### src/hw/rtl/owbm_pkg.sv
package owbm_pkg;

    // Action codes of the input word
    localparam logic [2:0] ACT_TICK  = 3'd0;
    localparam logic [2:0] ACT_RESET = 3'd1;
    localparam logic [2:0] ACT_WRITE = 3'd2;
    localparam logic [2:0] ACT_READB = 3'd3;
    localparam logic [2:0] ACT_READ1 = 3'd4;

    // Configuration register indexes
    localparam logic [2:0] CFG_RESET_LOW     = 3'd0;
    localparam logic [2:0] CFG_PRESENCE_WAIT = 3'd1;
    localparam logic [2:0] CFG_RESET_TAIL    = 3'd2;
    localparam logic [2:0] CFG_SLOT_LOW      = 3'd3;
    localparam logic [2:0] CFG_READ_SAMPLE   = 3'd4;
    localparam logic [2:0] CFG_READ_TAIL     = 3'd5;
    localparam logic [2:0] CFG_WRITE_HOLD    = 3'd6;
    localparam logic [2:0] CFG_RECOVERY      = 3'd7;

    localparam int CFG_DATA_W = 10;
    localparam int CFG_ADDR_W = 3;

    // Bus sequencer phases
    typedef enum logic [8:0] {
        PH_IDLE     = 9'b000000001,
        PH_RST_LOW  = 9'b000000010,
        PH_RST_WAIT = 9'b000000100,
        PH_RST_TAIL = 9'b000001000,
        PH_SLOT_LOW = 9'b000010000,
        PH_WR_HOLD  = 9'b000100000,
        PH_WR_REC   = 9'b001000000,
        PH_RD_WAIT  = 9'b010000000,
        PH_RD_TAIL  = 9'b100000000
    } t_phase;

    typedef struct packed {
        logic [9:0] reset_low;
        logic [9:0] presence_wait;
        logic [9:0] reset_tail;
        logic [5:0] slot_low;
        logic [5:0] read_sample;
        logic [6:0] read_tail;
        logic [6:0] write_hold;
        logic [5:0] recovery;
    } t_cfg;

    localparam t_cfg CFG_DEFAULT = '{
        reset_low:     10'd480,
        presence_wait: 10'd100,
        reset_tail:    10'd380,
        slot_low:      6'd2,
        read_sample:   6'd10,
        read_tail:     7'd49,
        write_hold:    7'd58,
        recovery:      6'd1
    };

    typedef struct packed {
        t_phase     phase;
        logic [9:0] cnt;
        logic [7:0] shreg;
        logic [3:0] bits;
        logic [2:0] op;
        logic       pres;
    } t_state;

    typedef struct packed {
        t_state st;
        logic   done;
    } t_adv;

    // One phase transition, taken only when the current phase has run out.
    function automatic t_adv adv_step(t_state s, t_cfg c, logic line);
        t_adv       r;
        logic [3:0] nb;
        logic       fin;
        r    = '{st: s, done: 1'b0};
        nb   = s.bits + 4'd1;
        fin  = 1'b0;
        if (s.phase != PH_IDLE && s.cnt == 10'd0) begin
            unique case (s.phase)
                PH_RST_LOW: begin
                    r.st.phase = PH_RST_WAIT;
                    r.st.cnt   = c.presence_wait;
                end
                PH_RST_WAIT: begin
                    r.st.pres  = ~line;
                    r.st.phase = PH_RST_TAIL;
                    r.st.cnt   = c.reset_tail;
                end
                PH_SLOT_LOW: begin
                    if (s.op == ACT_WRITE) begin
                        r.st.phase = PH_WR_HOLD;
                        r.st.cnt   = {3'd0, c.write_hold};
                    end else begin
                        r.st.phase = PH_RD_WAIT;
                        r.st.cnt   = {4'd0, c.read_sample};
                    end
                end
                PH_WR_HOLD: begin
                    r.st.phase = PH_WR_REC;
                    r.st.cnt   = {4'd0, c.recovery};
                end
                PH_WR_REC: begin
                    r.st.shreg = {1'b0, s.shreg[7:1]};
                    r.st.bits  = nb;
                    if (nb[3]) begin
                        fin = 1'b1;
                    end else begin
                        r.st.phase = PH_SLOT_LOW;
                        r.st.cnt   = {4'd0, c.slot_low};
                    end
                end
                PH_RD_WAIT: begin
                    if (s.op == ACT_READ1) begin
                        r.st.shreg = {7'd0, line};
                    end else begin
                        r.st.shreg = {line, s.shreg[7:1]};
                    end
                    r.st.phase = PH_RD_TAIL;
                    r.st.cnt   = {3'd0, c.read_tail};
                end
                PH_RD_TAIL: begin
                    r.st.bits = nb;
                    if (s.op == ACT_READ1 || nb[3]) begin
                        fin = 1'b1;
                    end else begin
                        r.st.phase = PH_SLOT_LOW;
                        r.st.cnt   = {4'd0, c.slot_low};
                    end
                end
                default: begin
                    fin = 1'b1;
                end
            endcase
            if (fin) begin
                r.st.phase = PH_IDLE;
                r.st.cnt   = 10'd0;
                r.done     = 1'b1;
            end
        end
        return r;
    endfunction

endpackage

### src/hw/rtl/one_wire_bus_master_unit.sv
// Single-wire bus master, open-drain style.
// Input channel (i_in_valid / o_in_ready) carries one word per item: a
// one-microsecond tick, or a command (bus reset with presence detect, write
// byte, read byte, read bit) with its byte and the sensed line level.
// Output channel (o_out_valid / i_out_ready) returns one word per item: line
// drive, busy, done, presence, received data and a reject flag for commands
// that arrive while busy.
// A result word passes through the input register, then the result register.
// Throughput: one word per cycle while the receiver does not stall; the
// sequencer update for a word, including a run of phases set to zero length,
// is done combinationally between those two registers.
// Config writes (i_cfg_wr_en / i_cfg_addr / i_cfg_wdata) take effect at once
// and are meant for idle periods only.
// Reset (synchronous, active low) empties both registers, puts the sequencer
// in idle with cleared counters and loads the default timing values.
// When the receiver stalls, the result register holds its word and the input
// register keeps at most one more; o_in_ready drops once both are full.
module one_wire_bus_master_unit (
    input  logic                              i_clk,
    input  logic                              i_rst_n,
    // config port
    input  logic                              i_cfg_wr_en,
    input  logic [owbm_pkg::CFG_ADDR_W-1:0]   i_cfg_addr,
    input  logic [owbm_pkg::CFG_DATA_W-1:0]   i_cfg_wdata,
    // input channel
    input  logic                              i_in_valid,
    output logic                              o_in_ready,
    input  logic [2:0]                        i_action,
    input  logic [7:0]                        i_data_in,
    input  logic                              i_line_in,
    // output channel
    output logic                              o_out_valid,
    input  logic                              i_out_ready,
    output logic                              o_pull_low,
    output logic                              o_busy_res,
    output logic                              o_done_res,
    output logic                              o_presence,
    output logic [7:0]                        o_data_out,
    output logic                              o_rejected
);
    import owbm_pkg::*;

    t_cfg       r_cfg, n_cfg;
    t_state     r_st, n_st;

    logic       r_in_valid;
    logic [2:0] r_action;
    logic [7:0] r_data;
    logic       r_line;

    logic       r_out_valid;
    logic       r_pull, r_busy, r_done, r_pres, r_rej;
    logic [7:0] r_dout;

    logic       out_free;
    logic       fire;
    t_state     s0;
    t_adv       a1, a2, a3;
    logic       start;
    logic       rej;
    logic       shortcut;
    logic       done;
    logic       n_pull;
    logic [7:0] n_dout;

    assign out_free   = ~r_out_valid | i_out_ready;
    assign fire       = r_in_valid & out_free;
    assign o_in_ready = ~r_in_valid | out_free;

    // config register decode
    always_comb begin
        n_cfg = r_cfg;
        if (i_cfg_wr_en) begin
            unique case (i_cfg_addr)
                CFG_RESET_LOW:     n_cfg.reset_low     = i_cfg_wdata;
                CFG_PRESENCE_WAIT: n_cfg.presence_wait = i_cfg_wdata;
                CFG_RESET_TAIL:    n_cfg.reset_tail    = i_cfg_wdata;
                CFG_SLOT_LOW:      n_cfg.slot_low      = i_cfg_wdata[5:0];
                CFG_READ_SAMPLE:   n_cfg.read_sample   = i_cfg_wdata[5:0];
                CFG_READ_TAIL:     n_cfg.read_tail     = i_cfg_wdata[6:0];
                CFG_WRITE_HOLD:    n_cfg.write_hold    = i_cfg_wdata[6:0];
                CFG_RECOVERY:      n_cfg.recovery      = i_cfg_wdata[5:0];
            endcase
        end
    end

    // apply the word: tick countdown, command start, or reject while busy
    always_comb begin
        s0    = r_st;
        start = 1'b0;
        rej   = 1'b0;
        case (r_action) inside
            ACT_TICK: begin
                if (r_st.phase != PH_IDLE && r_st.cnt != 10'd0) begin
                    s0.cnt = r_st.cnt - 10'd1;
                end
            end
            ACT_RESET, ACT_WRITE, ACT_READB, ACT_READ1: begin
                if (r_st.phase != PH_IDLE) begin
                    rej = 1'b1;
                end else begin
                    start    = 1'b1;
                    s0.op    = r_action;
                    s0.bits  = 4'd0;
                    s0.shreg = (r_action == ACT_WRITE) ? r_data : 8'd0;
                    if (r_action == ACT_RESET) begin
                        s0.phase = PH_RST_LOW;
                        s0.cnt   = r_cfg.reset_low;
                    end else begin
                        s0.phase = PH_SLOT_LOW;
                        s0.cnt   = {4'd0, r_cfg.slot_low};
                    end
                end
            end
            default: ;
        endcase
    end

    // a byte with every slot phase at zero length completes on its start word
    assign shortcut = start &
        ((r_action == ACT_WRITE && r_cfg.slot_low == 6'd0 &&
          r_cfg.write_hold == 7'd0 && r_cfg.recovery == 6'd0) ||
         (r_action == ACT_READB && r_cfg.slot_low == 6'd0 &&
          r_cfg.read_sample == 6'd0 && r_cfg.read_tail == 7'd0));

    // otherwise at most three expired phases can chain on one word
    assign a1 = adv_step(s0, r_cfg, r_line);
    assign a2 = adv_step(a1.st, r_cfg, r_line);
    assign a3 = adv_step(a2.st, r_cfg, r_line);

    always_comb begin
        if (shortcut) begin
            n_st       = s0;
            n_st.phase = PH_IDLE;
            n_st.cnt   = 10'd0;
            n_st.bits  = 4'd8;
            n_st.shreg = (r_action == ACT_WRITE) ? 8'd0 : {8{r_line}};
            done       = 1'b1;
        end else begin
            n_st = a3.st;
            done = a1.done | a2.done | a3.done;
        end
    end

    // result fields from the updated state
    always_comb begin
        n_pull = (n_st.phase == PH_RST_LOW) || (n_st.phase == PH_SLOT_LOW) ||
                 (n_st.phase == PH_WR_HOLD && !n_st.shreg[0]);
        if (n_st.phase == PH_IDLE && (n_st.op == ACT_READB || n_st.op == ACT_READ1)) begin
            n_dout = n_st.shreg;
        end else begin
            n_dout = 8'd0;
        end
    end

    // control registers
    always_ff @(posedge i_clk) begin
        if (!i_rst_n) begin
            r_cfg       <= CFG_DEFAULT;
            r_in_valid  <= 1'b0;
            r_out_valid <= 1'b0;
            r_st        <= '{phase: PH_IDLE, cnt: 10'd0, shreg: 8'd0, bits: 4'd0,
                             op: 3'd0, pres: 1'b0};
        end else begin
            r_cfg <= n_cfg;
            if (i_in_valid && o_in_ready) begin
                r_in_valid <= 1'b1;
            end else if (out_free) begin
                r_in_valid <= 1'b0;
            end
            if (fire) begin
                r_st        <= n_st;
                r_out_valid <= 1'b1;
            end else if (i_out_ready) begin
                r_out_valid <= 1'b0;
            end
        end
    end

    // payload registers
    always_ff @(posedge i_clk) begin
        if (i_in_valid && o_in_ready) begin
            r_action <= i_action;
            r_data   <= i_data_in;
            r_line   <= i_line_in;
        end
        if (fire) begin
            r_pull <= n_pull;
            r_busy <= (n_st.phase != PH_IDLE);
            r_done <= done;
            r_pres <= n_st.pres;
            r_dout <= n_dout;
            r_rej  <= rej;
        end
    end

    assign o_out_valid = r_out_valid;
    assign o_pull_low  = r_pull;
    assign o_busy_res  = r_busy;
    assign o_done_res  = r_done;
    assign o_presence  = r_pres;
    assign o_data_out  = r_dout;
    assign o_rejected  = r_rej;

endmodule

### config.mk
export PLATFORM = sky130hd
export DESIGN_NAME = one_wire_bus_master_unit
export DESIGN_NICKNAME = d
export VERILOG_FILES = /design/src/hw/rtl/owbm_pkg.sv /design/src/hw/rtl/one_wire_bus_master_unit.sv
export SDC_FILE = /design/constraint.sdc
export NUM_CORES = 1
export LEC_CHECK = 0
export BUFFER_PORTS_ARGS = -buffer_cell sky130_fd_sc_hd__clkbuf_2
export CELL_PAD_IN_SITES_DETAIL_PLACEMENT = 1
export CELL_PAD_IN_SITES_GLOBAL_PLACEMENT = 1
export CORE_ASPECT_RATIO = 0.9
export CORE_MARGIN = 1
export CORE_UTILIZATION = 30
export CTS_CLUSTER_SIZE = 30
export DETAILED_ROUTE_END_ITERATION = 12
export HOLD_SLACK_MARGIN = 0.02
export PLACE_DENSITY_LB_ADDON = 0.1
export SYNTH_ARGS = -nofsm -noshare
export SYNTH_HDL_FRONTEND = slang
export SYNTH_SLANG_ARGS = --single-unit
### constraint.sdc
create_clock -name i_clk -period 6.8 [get_ports i_clk]
set_input_delay 1.7 -clock i_clk [delete_from_list [all_inputs] [get_ports i_clk]]
set_output_delay 1.7 -clock i_clk [all_outputs]
set_load 0.02 [all_outputs]
# After elaboration in Yosys (flattened, before gate mapping)
# Index checks and enable logic that the tools add are counted.
[totals] elab_cells=200 in_bits=30 reg_bits=124 output_inout_bits=15
[classes] n_mux=66 n_addsub=4 n_reduce_logical=50 n_bitwise=10 n_eq_ne=45
[op_table] operator="19-bit case mux with 7 select lines" count=3
[op_table] operator="19-bit two-way mux" count=9
[op_table] operator="31-bit two-way mux" count=3
[op_table] operator="8-bit case mux with 2 select lines" count=3
[op_table] operator="15-bit two-way mux" count=3
[op_table] operator="9-bit by 1-bit != test with 1-bit output, second input constant" count=5
[op_table] operator="8-bit two-way mux" count=5
[op_table] operator="9-bit by 2-bit == test with 1-bit output, second input constant" count=4
[op_table] operator="9-bit by 5-bit == test with 1-bit output, second input constant" count=4
[op_table] operator="9-bit by 6-bit == test with 1-bit output, second input constant" count=4
[op_table] operator="35-bit two-way mux" count=1
[op_table] operator="34-bit two-way mux" count=1
[op_table] operator="10-bit zero test" count=3
[op_table] operator="10-bit two-way mux" count=3
[op_table] operator="9-bit by 3-bit == test with 1-bit output, second input constant" count=3
[op_table] operator="9-bit by 7-bit == test with 1-bit output, second input constant" count=3
[op_table] operator="9-bit by 8-bit == test with 1-bit output, second input constant" count=3
[op_table] operator="9-bit == test, second input constant" count=3
[op_table] operator="1-bit two-way mux" count=23
[op_table] operator="3-bit == test, second input constant" count=7
[op_table] operator="3-bit by 2-bit == test with 1-bit output, second input constant" count=6
[op_table] operator="6-bit zero test" count=3
[op_table] operator="18-bit two-way mux" count=1
[op_table] operator="9-bit two-way mux" count=2
[op_table] operator="other kinds (21)" count=70

# Longest topological paths before layout
[depth] ltp_word=30 ltp_mapped=25 mapped_depth_nobuf=21

# Worst setup path after synthesis
# OpenSTA, ideal clock, no wires.
[synth_path] kind="reg-to-reg" from="register r_st[22] (netlist name)" to="register r_pull (netlist: o_pull_low), data pin" path_slack_ns=0.857 stages_incl_launch_ff=24 t_arrival_ns=5.806 period_less_slack_ns=5.943 required_ns=6.663 setup_time_ns=0.137 n_path_buf=4 path_cell_list="dfxtp_1 buf_6 or4_1 buf_2 nor4b_2 nor4b_1 o311a_1 or3_1 buf_2 nand2b_1 clkbuf_1 nor3_1 mux2_2 ha_1 xnor3_1 or3b_1 nor3_1 xnor2_1 or2_2 a21boi_1 or2_2 a21o_1 or4b_1 nand2_1"
[synth_between] elab_chain_len=24 elab_cells_between_ends=72 classes_between="3 x add/sub; 19 x eq/ne; 33 x mux; 17 x reduce/logical"
[synth_rtl] item="start, declared" line="one_wire_bus_master_unit.sv:44" source="t_state r_st, n_st;"
[synth_rtl] item="start signal, assigned" line="one_wire_bus_master_unit.sv:162" source="r_st <= '{phase: PH_IDLE, cnt: 10'd0, shreg: 8'd0, bits: 4'd0,"
[synth_rtl] item="start signal, assigned" line="one_wire_bus_master_unit.sv:172" source="r_st <= n_st;"
[synth_rtl] item="branches (longest 3 deep; another with 10-bit by 1-bit subtractor with 10-bit output)"
[synth_rtl] item="10-bit two-way mux *" line="one_wire_bus_master_unit.sv:92" source="case (r_action) inside"
[synth_rtl] item="10-bit zero test" line="owbm_pkg.sv:80" source="if (s.phase != PH_IDLE && s.cnt == 10'd0) begin"
[synth_rtl] item="1-bit logical AND" line="owbm_pkg.sv:80"
[synth_rtl] item="31-bit two-way mux *" line="owbm_pkg.sv:80"
[synth_rtl] item="4-bit by 1-bit adder with 4-bit output" line="owbm_pkg.sv:78" source="nb = s.bits + 4'd1;"
[synth_rtl] item="1-bit logical OR" line="owbm_pkg.sv:125" source="if (s.op == ACT_READ1 || nb[3]) begin"
[synth_rtl] item="1-bit two-way mux" line="owbm_pkg.sv:125"
[synth_rtl] item="[... 7 more ...]"
[synth_rtl] item="1-bit two-way mux" line="owbm_pkg.sv:80"
[synth_rtl] item="19-bit two-way mux" line="owbm_pkg.sv:136" source="if (fin) begin"
[synth_rtl] item="31-bit two-way mux *" line="owbm_pkg.sv:80"
[synth_rtl] item="35-bit two-way mux *" line="one_wire_bus_master_unit.sv:132" source="if (shortcut) begin"
[synth_rtl] item="9-bit by 2-bit == test with 1-bit output, or another cell as far along" line="one_wire_bus_master_unit.sv:147" source="n_pull = (n_st.phase == PH_RST_LOW) || (n_st.phase == PH_SLOT_LOW) ||"
[synth_rtl] item="1-bit logical OR / 1-bit logical AND (equally long branches)" line="one_wire_bus_master_unit.sv:147, one_wire_bus_master_unit.sv:148"
[synth_rtl] item="1-bit logical OR *" line="one_wire_bus_master_unit.sv:147"
[synth_rtl] item="net n_pull" line="one_wire_bus_master_unit.sv:63" source="logic n_pull;"
[synth_rtl] item="end signal, assigned" line="one_wire_bus_master_unit.sv:188" source="r_pull <= n_pull;"
[synth_rtl] item="end, declared" line="one_wire_bus_master_unit.sv:52" source="logic r_pull, r_busy, r_done, r_pres, r_rej;"
# Mark *: on every way through the listed nets, which the timed path passes. The select of a mux whose other input is x is not followed.
# A chain may end at the register's enable or synchronous reset.

# Final worst setup path
[layout_path] from="register r_action[0]" to="register r_pull (netlist: o_pull_low), data pin"
[layout_between] elab_chain_len=27 elab_cells_between_ends=113 classes_between="3 x add/sub; 33 x eq/ne; 49 x mux; 1 x bitwise; 27 x reduce/logical"
[layout_rtl] item="start, declared" line="one_wire_bus_master_unit.sv:47" source="logic [2:0] r_action;"
[layout_rtl] item="start signal, assigned" line="one_wire_bus_master_unit.sv:183" source="r_action <= i_action;"
[layout_rtl] item="3-bit by 1-bit == test with 1-bit output, or another cell as far along" line="one_wire_bus_master_unit.sv:106" source="if (r_action == ACT_RESET) begin"
[layout_rtl] item="4-bit OR reduction / 15-bit two-way mux (equally long branches)" line="one_wire_bus_master_unit.sv:92, one_wire_bus_master_unit.sv:106"
[layout_rtl] item="15-bit two-way mux / 34-bit two-way mux (equally long branches)" line="one_wire_bus_master_unit.sv:92, one_wire_bus_master_unit.sv:99"
[layout_rtl] item="15-bit two-way mux / 9-bit two-way mux (equally long branches)" line="one_wire_bus_master_unit.sv:92"
[layout_rtl] item="4-bit by 1-bit adder with 4-bit output, or another cell as far along" line="owbm_pkg.sv:78"
[layout_rtl] item="1-bit logical OR, or another cell as far along" line="owbm_pkg.sv:125"
[layout_rtl] item="1-bit two-way mux / 5-bit OR reduction (equally long branches)"
[layout_rtl] item="1-bit case mux with 3 select lines" line="owbm_pkg.sv:81" source="unique case (s.phase)"
[layout_rtl] item="[... 12 more ...]"
[layout_rtl] item="1-bit two-way mux" line="owbm_pkg.sv:80"
[layout_rtl] item="19-bit two-way mux" line="owbm_pkg.sv:136"
[layout_rtl] item="31-bit two-way mux" line="owbm_pkg.sv:80"
[layout_rtl] item="35-bit two-way mux *" line="one_wire_bus_master_unit.sv:132"
[layout_rtl] item="9-bit by 2-bit == test with 1-bit output, or another cell as far along" line="one_wire_bus_master_unit.sv:147"
[layout_rtl] item="1-bit logical OR / 1-bit logical AND (equally long branches)" line="one_wire_bus_master_unit.sv:147, one_wire_bus_master_unit.sv:148"
[layout_rtl] item="1-bit logical OR *" line="one_wire_bus_master_unit.sv:147"
[layout_rtl] item="net n_pull" line="one_wire_bus_master_unit.sv:63"
# The timed path passes the listed nets; every way through them passes the cells marked *. The select of a mux whose other input is x is not followed.

==> impl_metrics.yaml <==
run_status:
  status: "completed"
power_and_ir_drop:
  pwr-share-comb_pct: 45.9
  power_frac_clock_pct: 28.6
  vdd_drop_max_mv: 0.190
  switching_share_pct: 44.8
  total_power_mw: 3.24
  powerDensity_nw_per_um2: 283
  p_leak_nw: 4.39
  p_switching_mw: 1.45
  pwr-share-seq_pct: 25.5
  power.internal_mw: 1.79
worst_setup_path:
  cp_slowest_cell: "edfxtp_1"
  cp.required_ns: 7.13
  critical_path.startpoint: "r_action[0]"
  cp-endpoint: "o_pull_low"
  slowest_delay_ns: 0.56
  r2r_end: "o_pull_low"
  r2r_cells: 19
  path_buf_inv: 2
  crit_type: "flop to flop"
  critPathMaxFanout: 14
  path_delay_family: "simple AND/OR/NAND/NOR gates"
  cp-end-kind: "flop"
  rr_startpoint: "r_action[0]"
  arrival_ns: 6.93
  startpoint_type: "flop"
  cp_common_cell: "or3_1"
  ff2ff_setup_slack_ns: 0.20
  path_cells: "or3_1 > a31oi_2 > and3_1 > o211ai_1 > or3_1 > and4b_4 > nand2_2 > o21ai_2 > buf_4 > a211oi_1 > o41ai_2 > buf_4 > nand2_1 > nor4_4 > nand3_4 > mux2_1 > or3_1 > or4b_1 > nand2_1"
  worst-path-stages: 19
sta:
  max-slew-margin-rel_pct: 28.4
  finalSetupTns_ns: 0
  fmax_ghz: 0.151
  final-setup-viol-count: 0
  max_slew.worst_pin.slew_ns: 1.07
  min_period_ns: 6.60
  hold_slack_ns: 0.458
  skew_ns: 0.0223
  fin_ws_ns: 0.198
  rsz0062_at_grt: "false"
  hold_viol_final: 0
  drv_slew: 0
  fin_crit_sh_pct: 97.1
finish:
  post-route-util_pct: 36.6
  final_cells: 1783
  nNetsFinal: 1394
  area_delta_synth_final_pct: 18.9
  layout-drive-gt1-share_pct: 19.1
  final_common_cell: "nand2_1"
  fin_area_um2: 11400
  final_cell_mix: "nand2_1, nor2_1, buf_4, a21oi_1, dfxtp_1"
place:
  pre_cts_ws_ns: -0.152
  hpwl_um: 38300
  io_buffer_count: 44
  dp.cells: 1745
  gp_congestion: 1.00
  dpl_cell_area_um2: 10700
synth:
  netlist_area_um2: 9600
  ys_ff_latch: 124
  syn_inst: 1276
  synthArstFlopShare_pct: 0
  netlist-cell-type-count: 109
  yosysSeqAreaShare_pct: 28.5
  yosys_most_used_dff: "dfxtp_1"
  yosys_warnings: 0
  syn_nets: 1310
  synth-edff-count: 25
  syn_area_per_cell_um2: 7.52
detailed_routing:
  drc: 0
  vias: 11020
  drtIter0Drc: 1024
  antenna_left: 0
  post_drt_wl_per_cell_um: 27.5
  dr.pass1.iters: 5
  wirelength_um: 49100
  viasPerCell: 6.18
die:
  die_h_um: 172
  rows: 61
  fp.dieW_um: 191
  initial_core_util_pct: 30.8
  core-area_um2: 31200
  top_level_ports: 45
  die-area_um2: 32700
global_route:
  grt_max_degree: 44
  antenna_found_initial: 1
  grt_overflow: 0
  grt_first_pass_wirelength_um: 72400
  grt_pass1_vias: 10618
  track_usage_pct: 30.5
flow_run:
  drv_cap: 0
clock_network:
  clock_latency_ns: 0.47
  path_clk_slew_ns: 0.07
  clk_path_buf_depth: 2
  cts_root_buffer: "clkbuf_16"
  htreeDepth: 4
  cts_tree: "built"
  cts_made_buffers: 17
  cts_hold_buf: 0
  cts_sinks: 124
min_path:
  hold_path.class: "flop to flop"
## per-layer routing
layer / vias up / part of all wire (%) / track usage (%)
li1: 4972 / - / -
met1: 5554 / 49 / 44.3
met2: 418 / 42 / 44.7
met3: 76 / 7.0 / 6.12
met4: 0 / 2.4 / 9.08
met5: - / 0 / 0
## sequential cells by signal, summed over array words and instances (netlist names), 3 cells and up
name	cells
r_st	35
r_cfg	62
r_data	8
o_data_out	8
r_action	3
## Yosys cell counts, drive strengths merged, types with 26 or more instances
master / number / area share (%)
o21ai: 55 / 2.9
nand3: 54 / 2.9
and3: 34 / 2.2
nor3: 57 / 3.1
a21oi: 101 / 5.3
o211ai: 26 / 2.1
a211oi: 28 / 2.2
nand2: 229 / 9.0
nor2: 103 / 4.1
dfxtp: 99 / 21
clkbuf: 59 / 2.3
## cell families after synthesis
kind of cell	share of synthesized area, %
AND/OR/NAND/NOR	33.2
flip-flops	28.5
AO/OA/AOI/OAI	27.6
buffers and inverters	4.37
multiplexers	4.25
XOR/XNOR	1.60
adder cells (fa/ha/maj)	0.521
## worst register-to-register path, delay by kind of cell, from the launching register on
family | cells | cell delay, ns
mux | 1 | 0.36
flops | 1 | 0.56
buf+inv | 2 | 0.46
simple gates | 11 | 3.52
compound gates | 5 | 1.60
## power groups by stage
stage               clock network (mW)  registers [mW]  logic [mW]
floorplan                            0           0.832       0.860
global placement                     0           0.841        1.41
detailed placement                   0           0.841        1.41
CTS                              0.943           0.825        1.42
global route                     0.969           0.828        1.58
finish                           0.925           0.826        1.49
## cell type report
cell class,count,area [µm²]
clock buffers,17,425
multi-input cells,1054,6540
clock inverters,15,143
fillers,3813,19800
well taps,409,512
repair buffers,146,998
flip-flops and latches,124,2730
diodes,1,2.50
inverters,17,63.8
## repair_timing
action	in CTS	in global routing
setup buffers	0	5
resized for setup	2	15
setup endpoints to repair	11	25
## how the worst min path moves through the flow
stage / end / depth (start not counted) / startpoint / slack, ns
floorplan: r_cfg[61] / 2 / r_cfg[61] / 0.43
global placement: r_cfg[56] / 2 / r_cfg[56] / 0.44
detailed placement: r_cfg[55] / 2 / r_cfg[55] / 0.45
CTS: r_cfg[55] / 2 / r_cfg[55] / 0.46
global route: r_cfg[56] / 2 / r_cfg[56] / 0.49
finish: r_cfg[56] / 2 / r_cfg[56] / 0.46
Power figures use the tool's default switching activity.
